===== config.mk =====
export PLATFORM = sky130hd
export DESIGN_NAME = vtbh_queue
export DESIGN_NICKNAME = d
export VERILOG_FILES = /design/src/sv/vtbh_pkg.sv /design/src/sv/vtbh_queue.sv
export SDC_FILE = /design/constraint.sdc
export NUM_CORES = 1
export LEC_CHECK = 0
export BUFFER_PORTS_ARGS = -buffer_cell sky130_fd_sc_hd__clkbuf_2
export CAP_MARGIN = 20
export CORE_ASPECT_RATIO = 0.8
export CORE_MARGIN = 2
export CORE_UTILIZATION = 57
export DETAILED_ROUTE_END_ITERATION = 6
export PLACE_DENSITY = 0.79
export SLEW_MARGIN = 30
export SYNTH_ARGS = -nofsm -noshare
export SYNTH_HDL_FRONTEND = slang
export SYNTH_SLANG_ARGS = --single-unit

===== constraint.sdc =====
create_clock -name aclk -period 5.34 [get_ports aclk]
set_input_delay 0.267 -clock aclk [delete_from_list [all_inputs] [get_ports aclk]]
set_output_delay 0.267 -clock aclk [all_outputs]
set_load 0.1 [all_outputs]

===== src/sv/vtbh_pkg.sv =====
// vtbh_pkg: shared types and constants for the vertex transform / bounding box block
// no dependencies
package vtbh_pkg;

    localparam int CoordW   = 16;
    localparam int FracBits = 12;
    localparam int CoefW    = 16;
    localparam int RowW     = 64;
    // row dot product: three 16x16 products plus w term, exact
    localparam int DotW     = 2 * CoordW + 2;
    // dividend widened by the fraction bits
    localparam int NumW     = DotW + FracBits;
    localparam int QW       = NumW;
    localparam int QCntW    = $clog2(NumW + 1);
    localparam int CfgIdxW  = 3;
    localparam int CfgDatW  = 64;
    localparam int QDepth   = 4;
    localparam int QPtrW    = 2;

    localparam logic [CfgIdxW-1:0] RegRow0   = 3'd0;
    localparam logic [CfgIdxW-1:0] RegRow1   = 3'd1;
    localparam logic [CfgIdxW-1:0] RegRow2   = 3'd2;
    localparam logic [CfgIdxW-1:0] RegRow3   = 3'd3;
    localparam logic [CfgIdxW-1:0] RegClickX = 3'd4;
    localparam logic [CfgIdxW-1:0] RegClickY = 3'd5;

    // one transformed vertex handed from front to back
    typedef struct packed {
        logic signed [DotW-1:0] hx;
        logic signed [DotW-1:0] hy;
        logic signed [DotW-1:0] hw;
        logic                   zero_w;
        logic                   last;
    } vtbh_item_t;

    function automatic logic signed [CoefW-1:0] coef_of(input logic [RowW-1:0] row,
                                                        input int k);
        coef_of = row[16*k +: 16];
    endfunction

endpackage


===== src/sv/vtbh_queue.sv =====
// vtbh_queue: short fifo between front and back
// depends on vtbh_pkg
module vtbh_queue (
    input  logic                 aclk,
    input  logic                 aresetn,
    input  logic                 i_valid,
    output logic                 i_ready,
    input  vtbh_pkg::vtbh_item_t i_item,
    output logic                 o_valid,
    input  logic                 o_ready,
    output vtbh_pkg::vtbh_item_t o_item
);
    import vtbh_pkg::*;

    vtbh_item_t       mem_reg [QDepth];
    logic [QPtrW-1:0] wr_reg, rd_reg;
    logic [QPtrW:0]   cnt_reg;
    logic             push, pop;

    assign i_ready = (cnt_reg != (QPtrW+1)'(QDepth));
    assign o_valid = (cnt_reg != '0);
    assign o_item  = mem_reg[rd_reg];
    assign push    = i_valid && i_ready;
    assign pop     = o_valid && o_ready;

    always_ff @(posedge aclk) begin
        if (!aresetn) begin
            wr_reg  <= '0;
            rd_reg  <= '0;
            cnt_reg <= '0;
        end else begin
            if (push) wr_reg <= wr_reg + 1'b1;
            if (pop)  rd_reg <= rd_reg + 1'b1;
            cnt_reg <= cnt_reg + (QPtrW+1)'(push) - (QPtrW+1)'(pop);
        end
        if (push) mem_reg[wr_reg] <= i_item;
    end

endmodule


# After elaboration in Yosys (flattened, before gate mapping)

Memories as Yosys holds them, arrays and structs flattened. A register that Yosys moved wholly into a read port is not among the register bits.
Cells that the tools add are included.

Bits in registers: 7
Memory bits (writable): 416
Bits of input ports: 108
Memories: 1

Memories:

| memory  | words | width | rd ports | clocked after Yosys merged registers in | write ports | line             | RTL |
|---|---|---|---|---|---|---|---|
| mem_reg | 4     | 104   | 1        | 1                                       | 1           | vtbh_queue.sv:15 | `vtbh_item_t mem_reg [QDepth];` |

Add/sub/neg operators: 4
Equal/unequal tests: 1
Multiplexer cells: 4
Reduce and logical (&&, ||, !) cells: 3

Operator list:

| cell                | number |
|---|---|
| $add 2x1->2 const B | 2 |
| $mux 2              | 2 |
| $add 3x1->3         | 1 |
| $ne 3x3->1 const B  | 1 |
| $reduce_bool 3->1   | 1 |
| $sub 3x1->3         | 1 |
| $logic_and 1x1->1   | 2 |
| $mux 1              | 2 |

# Depth between registers and ports, before layout

Word-level depth: 4
Depth in mapped cells: 11
Gate-level depth less buffers: 11

# Worst setup path before layout

Ideal clock, no wire load.

Path type: register to register
Start point: reg cnt_reg[1]
End point: mem mem_reg[0][0] in the netlist's numbering, enable pin
Arrival: 3.329 ns
Path slack: 1.536 ns
Stages on the path, launching flop included: 4
Buffers on the path: 0
Period minus slack after synthesis: 3.804 ns
Cell sequence: dfxtp_1 -> nor2_1 -> a21boi_1 -> and2_1

Cells in the longest elaborated chain, start to end: 4

RTL lines:

| element                      | line             | RTL |
|---|---|---|
| from (decl)                  | vtbh_queue.sv:17 | `logic [QPtrW:0] cnt_reg;` |
| from (signal assigned)       | vtbh_queue.sv:34 | `cnt_reg <= cnt_reg + (QPtrW+1)'(push) - (QPtrW+1)'(pop);` |
| $ne 3x3->1                   | vtbh_queue.sv:20 | `assign i_ready = (cnt_reg != (QPtrW+1)'(QDepth));` |
| $logic_and 1x1->1            | vtbh_queue.sv:23 | `assign push = i_valid && i_ready;` |
| $mux 1                       | vtbh_queue.sv:36 | `if (push) mem_reg[wr_reg] <= i_item;` |
| $mux 1 (implied by the code) | vtbh_queue.sv:36 |  |
| to (decl)                    | vtbh_queue.sv:15 |  |

Every way passes these cells.

==> run_results.csv <==
group,metric,value,unit
status,status,"finished clean",
worst_setup_path,endpoint_kind,"output pin",
sta,final_hold_viol_count,0,
die,io_pins,214,
cells_and_area,syn_to_final_growth,23.9,%
cells_and_area,largest_register_ffs,416,
die,rows,53,
placement,port-buffer-count,213,
cells_and_area,design_area,0.0192,mm2
global_route,grt_pass1_vias,8190,
worst_setup_path,reg2reg_from,"cnt_reg[1]$_SDFF_PN0_",
detailed_routing,drtAntennaViolNets,0,
cts,cts_hold_buffers,104,
worst_setup_path,r2r_cells,5,
sta,fin_crit_sh,62.9,%
cts,cts_max_level,2,
global_route,overflow,0,
worst_setup_path,r2r-end,"mem_reg[2][45]$_DFFE_PP_",
sta,slew_headroom,38.3,%
worst_setup_path,endpoint,"o_item[13]",
yosys,synth_cells,592,
cells_and_area,regArea,0.0127,mm2
cts,cts_tree,"yes",
detailed_routing,firstDrtPassIters,4,
cts,cts_sinks,425,
worst_setup_path,worstPathArrival,3.09,ns
sta,fin_crit,3.36,ns
cts,cts_buffer_depth,3,
cells_and_area,fillCellCount,1536,
detailed_routing,avgRoutedWirePerCell,23.4,um
cells_and_area,drive_gt1_share,40.0,%
placement,place_congestion,0.761,
worst_hold_path,min_path_type,"in2reg",
placement,dp_cells,1147,
sta,fmax,297,MHz
cts,post_cts_buffers,0,
global_route,grt_antenna_before_repair,2,
yosys,syn_area_per_cell,26.2,um2
worst_setup_path,timing.reg2reg.setup_slack,2.46,ns
detailed_routing,vias,7468,
sta,skew,0.0109,ns
cells_and_area,multi_input_area,0.00262,mm2
power_and_ir_drop,leakagePower,6.54,nW
power_and_ir_drop,p_per_area,580,mW/mm2
cts,post_cts_resized,0,
cells_and_area,finalNonFillerCells,1325,
sta,finalMaxSlewViolations,0,
cts,numCtsBuffers,40,
worst_setup_path,critPathKind,"reg2out",
sta,setup_viol,0,
sta,rsz0062_at_grt,"no",
worst_setup_path,worst-path-max-fanout,55,
power_and_ir_drop,totalPowerFinal,11.1,mW
cts,insertion_delay,0.52,ns
die,dieArea,0.0285,mm2
power_and_ir_drop,ir_worst_vdd,580,uV
placement,hpwl,18100,um
job,cap_viol_max_count,0,
yosys,ys_seq_elements,425,
cells_and_area,fin_nets,1051,
yosys,synth.distinct_cells,20,
global_route,grt_max_degree,90,
detailed_routing,drt_iter0_markers,597,
sta,tns,0,ns
detailed_routing,drcViolationCount,0,
detailed_routing,vias_per_cell,5.64,
cts,path_clk_slew,0.06,ns
global_route,grt_usage,22.0,%
placement,place_area,0.0169,mm2
detailed_routing,wl,30900,um
die,die-height,151,um
yosys,yosysSeqAreaShare,81.8,%
die,die_w,188,um
global_route,grt_pass1_wl,46700,um
yosys,yosysWarnings,0,
yosys,synthesis.nets,707,
cts,cts-root-buf,"clkbuf_16",
worst_setup_path,crit_required,5.07,ns
die,initial_utilization,58.4,%
sta,tightest_slew,0.926,ns
yosys,synth_area,0.0155,mm2
die,core-area,0.0265,mm2
worst_setup_path,worst_setup_path_start_kind,"flop",
area by class of cell:
| type | instances | share of cell area (%) |
|---|---|---|
| antenna | 2 | 0.0261 |
| inverter | 5 | 0.0977 |
| tap | 357 | 2.33 |
| clock buffer | 53 | 5.68 |
| timing repair buffer | 327 | 11.5 |
| sequential | 425 | 66.0 |
| multi-input combinational | 137 | 13.6 |
| clock inverter | 19 | 0.665 |
logic make-up (layout without fill, tap and decap cells):
logic type               after synthesis  in the layout  synth area share [%]
flip-flops                           425            425                  81.8
buffers and inverters                 30            404                  1.37
AO/OA/AOI/OAI                          3              3                 0.162
multiplexers                         106            106                  15.2
adder cells (fa/ha/maj)                7              7                 0.614
AND/OR/NAND/NOR                       17             17                 0.590
XOR/XNOR                               4              4                 0.226
other                                  0              2                     0
critical path, cell delays in order, from the launching register on:
cell,delay (ns)
dfxtp_4,0.84
buf_4,0.78
mux4_2,0.40
clkbuf_2,0.48
synthesized netlist by cell type:
| library cell | n | area [um2] |
|---|---|---|
| and2_1 | 7 | 43.8 |
| o311ai_0 | 1 | 8.76 |
| a21boi_1 | 1 | 7.51 |
| buf_8 | 7 | 105 |
| o31a_1 | 1 | 8.76 |
| nand2_1 | 5 | 18.8 |
| dfxtp_1 | 9 | 180 |
| mux4_2 | 104 | 2340 |
| nor2b_1 | 3 | 18.8 |
| edfxtp_1 | 416 | 12500 |
| fa_1 | 1 | 20.0 |
| xnor2_1 | 4 | 35.0 |
| or3_1 | 1 | 6.26 |
| buf_6 | 1 | 11.3 |
| ha_1 | 6 | 75.1 |
| inv_1 | 5 | 18.8 |
| mux2i_1 | 2 | 20.0 |
| buf_2 | 11 | 55.1 |
| clkbuf_1 | 6 | 22.5 |
| nor2_1 | 1 | 3.75 |
power breakdown:
part	total, mW	leakage (nW)	internal (mW)	switching, mW
Clock	2.64	0.591	1.49	1.15
Combinational	4.31	2.07	0.900	3.41
Sequential	4.19	3.89	4.04	0.147
through the flow:
| step | hold slack (ns) | utilization [%] | worst slack [ns] |
|---|---|---|---|
| after floorplan | 0.366 | - | 1.54 |
| after global routing | 0.123 | 72.4 | 1.85 |
| final | 0.102 | 72.4 | 1.98 |
| after CTS | 0.0884 | 72.4 | 1.95 |
| after global placement | 0.475 | 63.7 | 2.37 |
| after detailed placement | 0.490 | 63.9 | 2.42 |
metal layers:
metal | up-vias | part of all wire (%) | GRT usage, %
met4 | 0 | 1.8 | 5.55
met1 | 3884 | 39 | 29.1
met2 | 307 | 51 | 37.5
met3 | 48 | 8.2 | 5.87
met5 | - | 0 | 0
li1 | 3229 | - | -
worst min-delay path by stage:
stage / slack [ns] / cells after the start / startpoint / endpoint
2_1_floorplan: 0.37 / 0 / i_item[0] / mem_reg[0][0]$_DFFE_PP_
3_3_place_gp: 0.47 / 2 / wr_reg[1]$_SDFFE_PN0P_ / wr_reg[1]$_SDFFE_PN0P_
3_5_place_dp: 0.49 / 1 / i_item[4] / mem_reg[1][4]$_DFFE_PP_
4_1_cts: 0.09 / 2 / aresetn / flop
5_1_grt: 0.12 / 2 / aresetn / flop
6_report: 0.10 / 2 / aresetn / flop
cells in the final DEF (no fill, tap or decap), drive strengths merged:
cell type and instances:
nand2 5, fa 1, mux2i 2, diode 2, dfxtp 9, o31a 1, clkbuf 266, and2 7
mux4 104, inv 8, dlygate4sd3 104, edfxtp 416, nor2b 3, buf 10, bufinv 1, clkinv 13
or3 1, clkinvlp 2, o311ai 1, nor2 1, a21boi 1, ha 6, xnor2 4
(Power assumes the default switching activity.)
