<file path="config.mk">
export PLATFORM = sky130hd
export DESIGN_NAME = vtbh_back
export DESIGN_NICKNAME = d
export VERILOG_FILES = /design/src/sv/vtbh_pkg.sv /design/src/sv/vtbh_back.sv
export SDC_FILE = /design/constraint.sdc
export NUM_CORES = 1
export LEC_CHECK = 0
export BUFFER_PORTS_ARGS = -buffer_cell sky130_fd_sc_hd__buf_2
export CAP_MARGIN = 20
export CORE_ASPECT_RATIO = 0.75
export CORE_MARGIN = 4
export CORE_UTILIZATION = 28
export DETAILED_ROUTE_END_ITERATION = 10
export SYNTH_ARGS = -nofsm -noshare
export SYNTH_HDL_FRONTEND = slang
export SYNTH_SLANG_ARGS = --single-unit
</file>
<file path="constraint.sdc">
create_clock -name aclk -period 9.9 [get_ports aclk]
set_input_delay 0 -clock aclk [delete_from_list [all_inputs] [get_ports aclk]]
set_output_delay 0 -clock aclk [all_outputs]
set_load 0.1 [all_outputs]
</file>
<file path="src/sv/vtbh_pkg.sv">
// vtbh_pkg: shared types and constants for the vertex transform / bounding box block
// no dependencies
package vtbh_pkg;

    localparam int CoordW   = 16;
    localparam int FracBits = 12;
    localparam int CoefW    = 16;
    localparam int RowW     = 64;
    // row dot product: three 16x16 products plus w term, exact
    localparam int DotW     = 2 * CoordW + 2;
    // dividend widened by the fraction bits
    localparam int NumW     = DotW + FracBits;
    localparam int QW       = NumW;
    localparam int QCntW    = $clog2(NumW + 1);
    localparam int CfgIdxW  = 3;
    localparam int CfgDatW  = 64;
    localparam int QDepth   = 4;
    localparam int QPtrW    = 2;

    localparam logic [CfgIdxW-1:0] RegRow0   = 3'd0;
    localparam logic [CfgIdxW-1:0] RegRow1   = 3'd1;
    localparam logic [CfgIdxW-1:0] RegRow2   = 3'd2;
    localparam logic [CfgIdxW-1:0] RegRow3   = 3'd3;
    localparam logic [CfgIdxW-1:0] RegClickX = 3'd4;
    localparam logic [CfgIdxW-1:0] RegClickY = 3'd5;

    // one transformed vertex handed from front to back
    typedef struct packed {
        logic signed [DotW-1:0] hx;
        logic signed [DotW-1:0] hy;
        logic signed [DotW-1:0] hw;
        logic                   zero_w;
        logic                   last;
    } vtbh_item_t;

    function automatic logic signed [CoefW-1:0] coef_of(input logic [RowW-1:0] row,
                                                        input int k);
        coef_of = row[16*k +: 16];
    endfunction

endpackage

</file>
<file path="src/sv/vtbh_back.sv">
// vtbh_back: serial divides x'/w and y'/w, keeps the running box, emits result
// depends on vtbh_pkg
module vtbh_back (
    input  logic                              aclk,
    input  logic                              aresetn,
    input  logic signed [vtbh_pkg::CoordW-1:0] click_x,
    input  logic signed [vtbh_pkg::CoordW-1:0] click_y,
    input  logic                              i_valid,
    output logic                              i_ready,
    input  vtbh_pkg::vtbh_item_t              i_item,
    output logic                              m_valid,
    input  logic                              m_ready,
    output logic                              m_hit,
    output logic signed [vtbh_pkg::CoordW-1:0] m_box_min_x,
    output logic signed [vtbh_pkg::CoordW-1:0] m_box_max_x,
    output logic signed [vtbh_pkg::CoordW-1:0] m_box_min_y,
    output logic signed [vtbh_pkg::CoordW-1:0] m_box_max_y,
    output logic                              m_zero_w_seen,
    output logic                              m_box_valid
);
    import vtbh_pkg::*;

    typedef enum logic [1:0] {S_IDLE, S_DIV, S_UPD, S_EMIT} state_t;

    localparam logic [NumW-1:0] Lim = NumW'(1) << (CoordW - 1);

    state_t            state_reg;
    logic              sel_y_reg;       // 0: dividing x, 1: dividing y
    logic [QCntW-1:0]  cnt_reg;
    logic [NumW-1:0]   num_reg;         // shifts out dividend bits
    logic [DotW:0]     rem_reg;
    logic [QW-1:0]     q_reg;
    logic [DotW-1:0]   den_reg;
    logic              neg_reg;
    logic [DotW-1:0]   hy_mag_reg;
    logic              hy_neg_reg;
    logic              last_reg, zw_reg;
    logic signed [CoordW-1:0] px_reg, py_reg;
    logic signed [CoordW-1:0] mnx_reg, mxx_reg, mny_reg, mxy_reg;
    logic              have_reg, zflag_reg;

    logic [DotW:0]     rem_sh;
    logic              ge;
    logic [DotW-1:0]   hx_mag, hy_mag, hw_mag;
    logic signed [CoordW-1:0] sat_val;
    logic [QW-1:0]     qf;
    logic              emit_go;

    assign hx_mag = i_item.hx[DotW-1] ? DotW'(-i_item.hx) : DotW'(i_item.hx);
    assign hy_mag = i_item.hy[DotW-1] ? DotW'(-i_item.hy) : DotW'(i_item.hy);
    assign hw_mag = i_item.hw[DotW-1] ? DotW'(-i_item.hw) : DotW'(i_item.hw);

    // restoring divide, one quotient bit per cycle
    assign rem_sh = {rem_reg[DotW-1:0], num_reg[NumW-1]};
    assign ge     = rem_sh >= {1'b0, den_reg};
    assign qf     = {q_reg[QW-2:0], ge};

    // saturate final quotient magnitude
    always_comb begin
        if (neg_reg) begin
            sat_val = (qf >= Lim) ? CoordW'(-Lim) : CoordW'(-qf);
        end else begin
            sat_val = (qf >= Lim) ? CoordW'(Lim - 1) : CoordW'(qf);
        end
    end

    assign i_ready = (state_reg == S_IDLE);

    // result register free to take the box
    assign emit_go = (state_reg == S_EMIT) && (!m_valid || m_ready);

    always_ff @(posedge aclk) begin
        if (!aresetn) begin
            state_reg <= S_IDLE;
            m_valid   <= 1'b0;
            have_reg  <= 1'b0;
            zflag_reg <= 1'b0;
            mnx_reg   <= '0;
            mxx_reg   <= '0;
            mny_reg   <= '0;
            mxy_reg   <= '0;
        end else begin
            if (emit_go) begin
                m_valid <= 1'b1;
            end else if (m_ready) begin
                m_valid <= 1'b0;
            end
            case (state_reg)
                S_IDLE: begin
                    if (i_valid) begin
                        last_reg <= i_item.last;
                        zw_reg   <= i_item.zero_w;
                        if (i_item.zero_w) begin
                            state_reg <= S_UPD;
                        end else begin
                            num_reg    <= NumW'(hx_mag) << FracBits;
                            rem_reg    <= '0;
                            q_reg      <= '0;
                            den_reg    <= hw_mag;
                            neg_reg    <= i_item.hx[DotW-1] ^ i_item.hw[DotW-1];
                            hy_mag_reg <= hy_mag;
                            hy_neg_reg <= i_item.hy[DotW-1] ^ i_item.hw[DotW-1];
                            sel_y_reg  <= 1'b0;
                            cnt_reg    <= '0;
                            state_reg  <= S_DIV;
                        end
                    end
                end
                S_DIV: begin
                    if (cnt_reg == QCntW'(NumW - 1)) begin
                        if (!sel_y_reg) begin
                            px_reg    <= sat_val;
                            num_reg   <= NumW'(hy_mag_reg) << FracBits;
                            rem_reg   <= '0;
                            q_reg     <= '0;
                            neg_reg   <= hy_neg_reg;
                            sel_y_reg <= 1'b1;
                            cnt_reg   <= '0;
                        end else begin
                            py_reg    <= sat_val;
                            state_reg <= S_UPD;
                        end
                    end else begin
                        rem_reg <= ge ? rem_sh - {1'b0, den_reg} : rem_sh;
                        num_reg <= num_reg << 1;
                        q_reg   <= qf;
                        cnt_reg <= cnt_reg + 1'b1;
                    end
                end
                S_UPD: begin
                    if (zw_reg) begin
                        zflag_reg <= 1'b1;
                    end else if (!have_reg) begin
                        mnx_reg <= px_reg;
                        mxx_reg <= px_reg;
                        mny_reg <= py_reg;
                        mxy_reg <= py_reg;
                        have_reg <= 1'b1;
                    end else begin
                        if (px_reg < mnx_reg) mnx_reg <= px_reg;
                        if (px_reg > mxx_reg) mxx_reg <= px_reg;
                        if (py_reg < mny_reg) mny_reg <= py_reg;
                        if (py_reg > mxy_reg) mxy_reg <= py_reg;
                    end
                    state_reg <= last_reg ? S_EMIT : S_IDLE;
                end
                S_EMIT: begin
                    if (emit_go) begin
                        m_hit         <= have_reg && click_x >= mnx_reg && click_x <= mxx_reg
                                         && click_y >= mny_reg && click_y <= mxy_reg;
                        m_box_min_x   <= mnx_reg;
                        m_box_max_x   <= mxx_reg;
                        m_box_min_y   <= mny_reg;
                        m_box_max_y   <= mxy_reg;
                        m_zero_w_seen <= zflag_reg;
                        m_box_valid   <= have_reg;
                        have_reg      <= 1'b0;
                        zflag_reg     <= 1'b0;
                        mnx_reg       <= '0;
                        mxx_reg       <= '0;
                        mny_reg       <= '0;
                        mxy_reg       <= '0;
                        state_reg     <= S_IDLE;
                    end
                end
                default: state_reg <= S_IDLE;
            endcase
        end
    end

endmodule

</file>
-- After elaboration in Yosys (flattened, before gate mapping)
Index checks and enable logic that the tools add are counted.
- register bits: 372
- input port bits: 140
- output and inout port bits: 69
- word-level logic and storage cells: 160
- add/subtract/negate cells: 6
- magnitude comparators: 10
- equality and inequality tests: 17
- muxes and demuxes: 67
- bitwise gates (word level): 4
- reductions and logical operators: 26
- operators with widths (kind ; count):
    two-way mux 16 bit ; 16
    two-way mux 34 bit ; 6
    two-way mux 46 bit ; 4
    two-way mux 45 bit ; 4
    case mux 16 bit (2 select lines) ; 4
    negation 34 bit ; 3
    case mux 46 bit (2 select lines) ; 1
    case mux 45 bit (2 select lines) ; 1
    case mux 34 bit (2 select lines) ; 1
    two-way mux 33 bit ; 2
    greater-or-equal comparator 46 x 16 -> 1 bit (second input constant) ; 1
    greater-or-equal comparator 35 x 34 -> 1 bit ; 1
    subtractor 34 bit ; 1
    greater-or-equal comparator 16 bit ; 2
    greater-than comparator 16 bit ; 2
    less-or-equal comparator 16 bit ; 2
    less-than comparator 16 bit ; 2
    AND reduction 4 bit ; 8
    two-way mux 6 bit ; 4
    inequality test 2 bit (second input constant) ; 8
    negation 16 bit ; 1
    inequality test 3 bit (second input constant) ; 5
    two-way mux 1 bit ; 12
    two-way mux 2 bit ; 6
    17 further kinds ; 33

-- Longest topological paths before layout
- depth after elaboration: 5
- depth in mapped cells: 19
- gate-level depth less buffers: 16

-- Least setup slack after synthesis
Ideal clock, no wire load.
- kind: reg-to-reg
- start: register cnt_reg[0]
- end: register cnt_reg[0], enable pin
- library setup time: 0.599 ns
- arrival time: 6.282 ns
- required time: 9.301 ns
- setup slack: 3.019 ns
- cell stages (with the launch flop): 9
- buffers on the path: 1
- clock period less this slack: 6.881 ns
- path through: edfxtp_1 -> ha_1 -> nand2_1 -> nor2_1 -> and3_1 -> clkbuf_1 -> nand3_1 -> o21ai_0 -> nor2_1
- cells in the longest elaborated chain, start to end: 3
- ends and longest elaborated chain (item ; line ; RTL):
    from (decl) ; vtbh_back.sv:29 ; logic [QCntW-1:0] cnt_reg;
    from (signal assigned) ; vtbh_back.sv:127 ; cnt_reg <= cnt_reg + 1'b1;
    equality test 6 bit ; vtbh_back.sv:110 ; if (cnt_reg == QCntW'(NumW - 1)) begin
    inequality test 3 bit (no line) ; -- ;
    AND reduction 5 bit (no line) ; -- ;
No other way between the ends.
A chain may end at the register's enable or synchronous reset.

-- Final worst setup path
- start: register rem_reg[8]
- end: register py_reg[10] (data pin)
- cells in the longest elaborated chain, start to end: 4
- elaborated cells between the ends (all ways): 6
- those cells by class: add/sub: 1; order compare: 2; mux: 3
- ends and longest elaborated chain (item ; line ; RTL):
    from (decl) ; vtbh_back.sv:31 ; logic [DotW:0] rem_reg;
    from (signal assigned) ; vtbh_back.sv:124 ; rem_reg <= ge ? rem_sh - {1'b0, den_reg} : rem_sh;
    greater-or-equal comparator 35 x 34 -> 1 bit (*) ; vtbh_back.sv:55 ; assign ge = rem_sh >= {1'b0, den_reg};
    greater-or-equal comparator 46 x 16 -> 1 bit / negation 16 bit (equally long branches) ; vtbh_back.sv:61, vtbh_back.sv:63 ;
    two-way mux 16 bit, on equally long branches ; vtbh_back.sv:63, vtbh_back.sv:61 ;
    two-way mux 16 bit (*) ; vtbh_back.sv:60 ; if (neg_reg) begin
    via sat_val[10] ; vtbh_back.sv:45 ; logic signed [CoordW-1:0] sat_val;
    to (signal assigned) ; vtbh_back.sv:120 ; py_reg <= sat_val;
    to (decl) ; vtbh_back.sv:38 ; logic signed [CoordW-1:0] px_reg, py_reg;
The timed path passes the listed nets; every way through them passes the cells marked *.

==> results.md <==
* Status: finished clean
* Max-slew violations at 0
* Post-Syn Nets at 2,452
* Worst path cell trace: ha_1 > a21oi_1 > a21oi_1 > or2_2 > a221oi_2 > a2111o_1 > nand2_2 > inv_1 > ha_1 > nand2_1 > or3_1 > nor2_1 > nand2_1 > a21o_1 > a21oi_1
* Synth Cell Area at 21,400 sq um
* CTS buffer count at 41
* Sequential-to-total area share from yosys stat at 0.473
* CTS root buffer: clkbuf_16
* Worst slew pin tran at 1.07 ns
* I/O pin cnt at 209
* Largest net degree at the start of global routing at 109
* Drt initial violations at 1,337
* RR Startpoint: rem_reg[8]$_SDFFCE_PN0P_
* R2R Setup Slk at 4.91 ns
* Setup_tns at 0 ns
* Worst-case reg-to-reg path depth at 15
* Initial antenna violation count at 5
* Most used cell, CP: a21oi_1
* Total gr overflow at 0
* Most frequent cells in the layout: edfxtp_1, nand2_1, buf_2
* DRC at 0
* Slew headroom at 0.285
* Hold Fails Final Rpt at 0
* Clock buffer depth at 3
* Startpoint Class: flop
* Part of the cycle the worst path needs at 0.504
* CP Max Fanout at 37
* CP arrival at 5.39 ns
* Max reg flops at 45
* Drt via density at 4.91
* Critical path's largest stage delay at 0.55 ns
* 1st-pass router iterations at 5
* Hold path depth at 4
* Min Tclk post-route at 4.99 ns
* Number of placement rows at 87
* Synth Flop Type: edfxtp_1
* Total number of vias at 17,242
* Setup Viol. Count Final at 0
* Yosys top cell area share at 0.409
* Vias in the first global route at 16,515
* Mean Syn Cell Area at 9.97 sq um
* TritonCTS clock tree: built
* Setup crit end kind: flop
* Tot GR Track Use at 0.147
* Die span in x at 327 um
* Cell variety after synth at 69
* Share of cells above drive strength 1 at 0.131
* Clock-pin slew on the worst setup and hold paths at 0.06 ns
* GPL Wtd Cong at 0.870
* WP data required at 10.30 ns
* Buf/Inv on CP at 1
* EDFF count, synth at 291
* Worst setup margin at 4.91 ns
* Tightest Hold Check Type: in2reg
* Final net count at 2,758
* CTS Sinks at 360
* H-tree depth at 2
* WL final at 61.1 mm
* WL/cell at 17.4 um
* WHS Endpoint: num_reg[26]$_DFFE_PP_
* Critical path type: reg2reg
* Worst Hold Launch: i_item[84]
* Clk_skew at 0.0176 ns
* Asr flop ratio synth at 0
* First-pass GRT wire length at 94.8 mm
* VDD IR max at 0.000103 V
* Seq cells post-synth at 360
* Die ar. at 80,900 sq um
* Core area at 75,400 sq um
* Post-route ant nets at 0
* Starting density of the core at 0.283
* Syn Inst Count at 2,145
* Synth area leader: edfxtp_1
* Slowest-stage cell, CP: a221oi_2
* Worst path top cell family by delay: compound AO/OA/AOI/OAI gates
* Yosys warnings at 0
* Pwr/cell area at 148 nW/um^2
* Port bufs at 208
* Die height at 247 um
* Place WS at 4.97 ns
* Unrepaired setup endpoints after global routing: no
* DP HPWL at 43.4 mm
* Max_cap viols at 0
* R2R Path End: py_reg[10]$_DFFE_PP_
* Post-CTS setup buffer count at 0
* LEAKAGE at 9.79 nW
* Most common cell after layout, fill and taps aside: edfxtp_1
* Layout overhead on the synthesized area at 22.7%
* Largest cells by area after synthesis: edfxtp_1, ha_1, dfxtp_1, xnor2_1, nand2_1
* Max Clock Freq at 200 MHz
* Clk_lat worst skew at 0.58 ns
## worst max path at each step
| stage | startpoint | to | slack, ns | depth (start not counted) |
|---|---|---|---|---|
| 2_1_floorplan | cnt_reg[0]$_SDFFCE_PN0P_ | cnt_reg[0]$_SDFFCE_PN0P_ | 3.02 | 8 |
| 3_3_place_gp | rem_reg[8]$_SDFFCE_PN0P_ | px_reg[12]$_DFFE_PP_ | 5.09 | 15 |
| 3_5_place_dp | rem_reg[8]$_SDFFCE_PN0P_ | py_reg[14]$_DFFE_PP_ | 4.97 | 15 |
| 4_1_cts | rem_reg[8]$_SDFFCE_PN0P_ | py_reg[10]$_DFFE_PP_ | 4.93 | 15 |
| 5_1_grt | den_reg[1]$_DFFE_PP_ | px_reg[14]$_DFFE_PP_ | 4.50 | 16 |
| 6_report | rem_reg[8]$_SDFFCE_PN0P_ | py_reg[10]$_DFFE_PP_ | 4.91 | 15 |
## worst register-to-register path: stages, from the launching register on
cell and delay (ns):
edfxtp_1 0.39, ha_1 0.40, a21oi_1 0.33, a21oi_1 0.11, or2_2 0.35, a221oi_2 0.55
a2111o_1 0.42, nand2_2 0.54, inv_1 0.24, ha_1 0.24, nand2_1 0.08, or3_1 0.38
nor2_1 0.30, nand2_1 0.09, a21o_1 0.19, a21oi_1 0.21
## cell families (layout without fill, tap and decap cells)
group,count (synthesis),after routing,share of synthesized area
AOI/OAI and AO/OA,510,510,0.152
xor gates and xnor gates,123,123,0.0504
adders and majority gates,167,167,0.0981
buffers and inverters,239,576,0.0425
DFF,360,360,0.473
muxes,29,29,0.0137
other,0,4,0
and+or+nand+nor,717,717,0.170
## power by group
group          switching [mW]  internal (mW)  leakage [nW]  total, mW
registers              0.0414           1.72          3.26       1.76
clock network           0.642          0.854         0.627       1.50
logic                   0.372          0.251          5.90      0.623
## through the flow
stage / std cells / total power, mW / utilization / hold slack, ns / area (sq um)
final: 3509 / 3.88 / 0.348 / 0.0385 / 26200
after global routing: 3506 / 4.06 / 0.348 / 0.0495 / 26200
after CTS: 3504 / 3.93 / 0.347 / 0.00331 / 26200
after detailed placement: 3287 / 2.36 / 0.311 / 0.190 / 23500
after global placement: 3287 / 2.35 / 0.311 / 0.181 / 23500
after floorplan: 2145 / 2.18 / - / 0.0989 / 21400
## what timing repair did
action,CTS,global route
endpoints found under the hold margin,115,0
gates resized for setup,0,0
hold buffers,143,0
## cells in the mapped netlist, drive strengths merged (3+ instances only)
library cell / n
edfxtp: 291
nand2: 221
ha: 166
a21oi: 132
inv: 130
nor2: 117
o21ai: 117
xnor2: 97
clkbuf: 92
dfxtp: 69
nand3: 67
a31oi: 56
and3: 51
a21o: 49
or3: 44
nor3: 41
nand4: 35
o31ai: 32
or4: 28
mux2i: 27
xor2: 26
nand2b: 25
a211oi: 21
nor2b: 21
o211ai: 21
nor4: 18
o311ai: 18
buf: 17
and2: 16
o21a: 16
o41ai: 11
or2: 8
and4: 6
o22ai: 6
nor3b: 5
a21boi: 4
nand3b: 4
o221ai: 4
a2111oi: 3
and4b: 3
o2111ai: 3
## final cells by class
cell class / instances / area, sq um
fillers: 7631 / 49200
multi-input cells: 1546 / 10400
flip-flops and latches: 360 / 10100
repair buffers: 372 / 2640
well taps: 1023 / 1280
clock buffers: 54 / 1130
inverters: 130 / 488
clock inverters: 20 / 154
diodes: 4 / 10.0
## routing by layer
| layer | part of all wire | global-route usage | vias up |
|---|---|---|---|
| met2 | 0.42 | 0.222 | 435 |
| met4 | 0.022 | 0.0404 | 2 |
| met5 | 0.00020 | 0 | - |
| met1 | 0.50 | 0.212 | 8148 |
| li1 | - | - | 8574 |
| met3 | 0.057 | 0.0295 | 83 |
No activity file was read; power rests on OpenSTA's default activity.
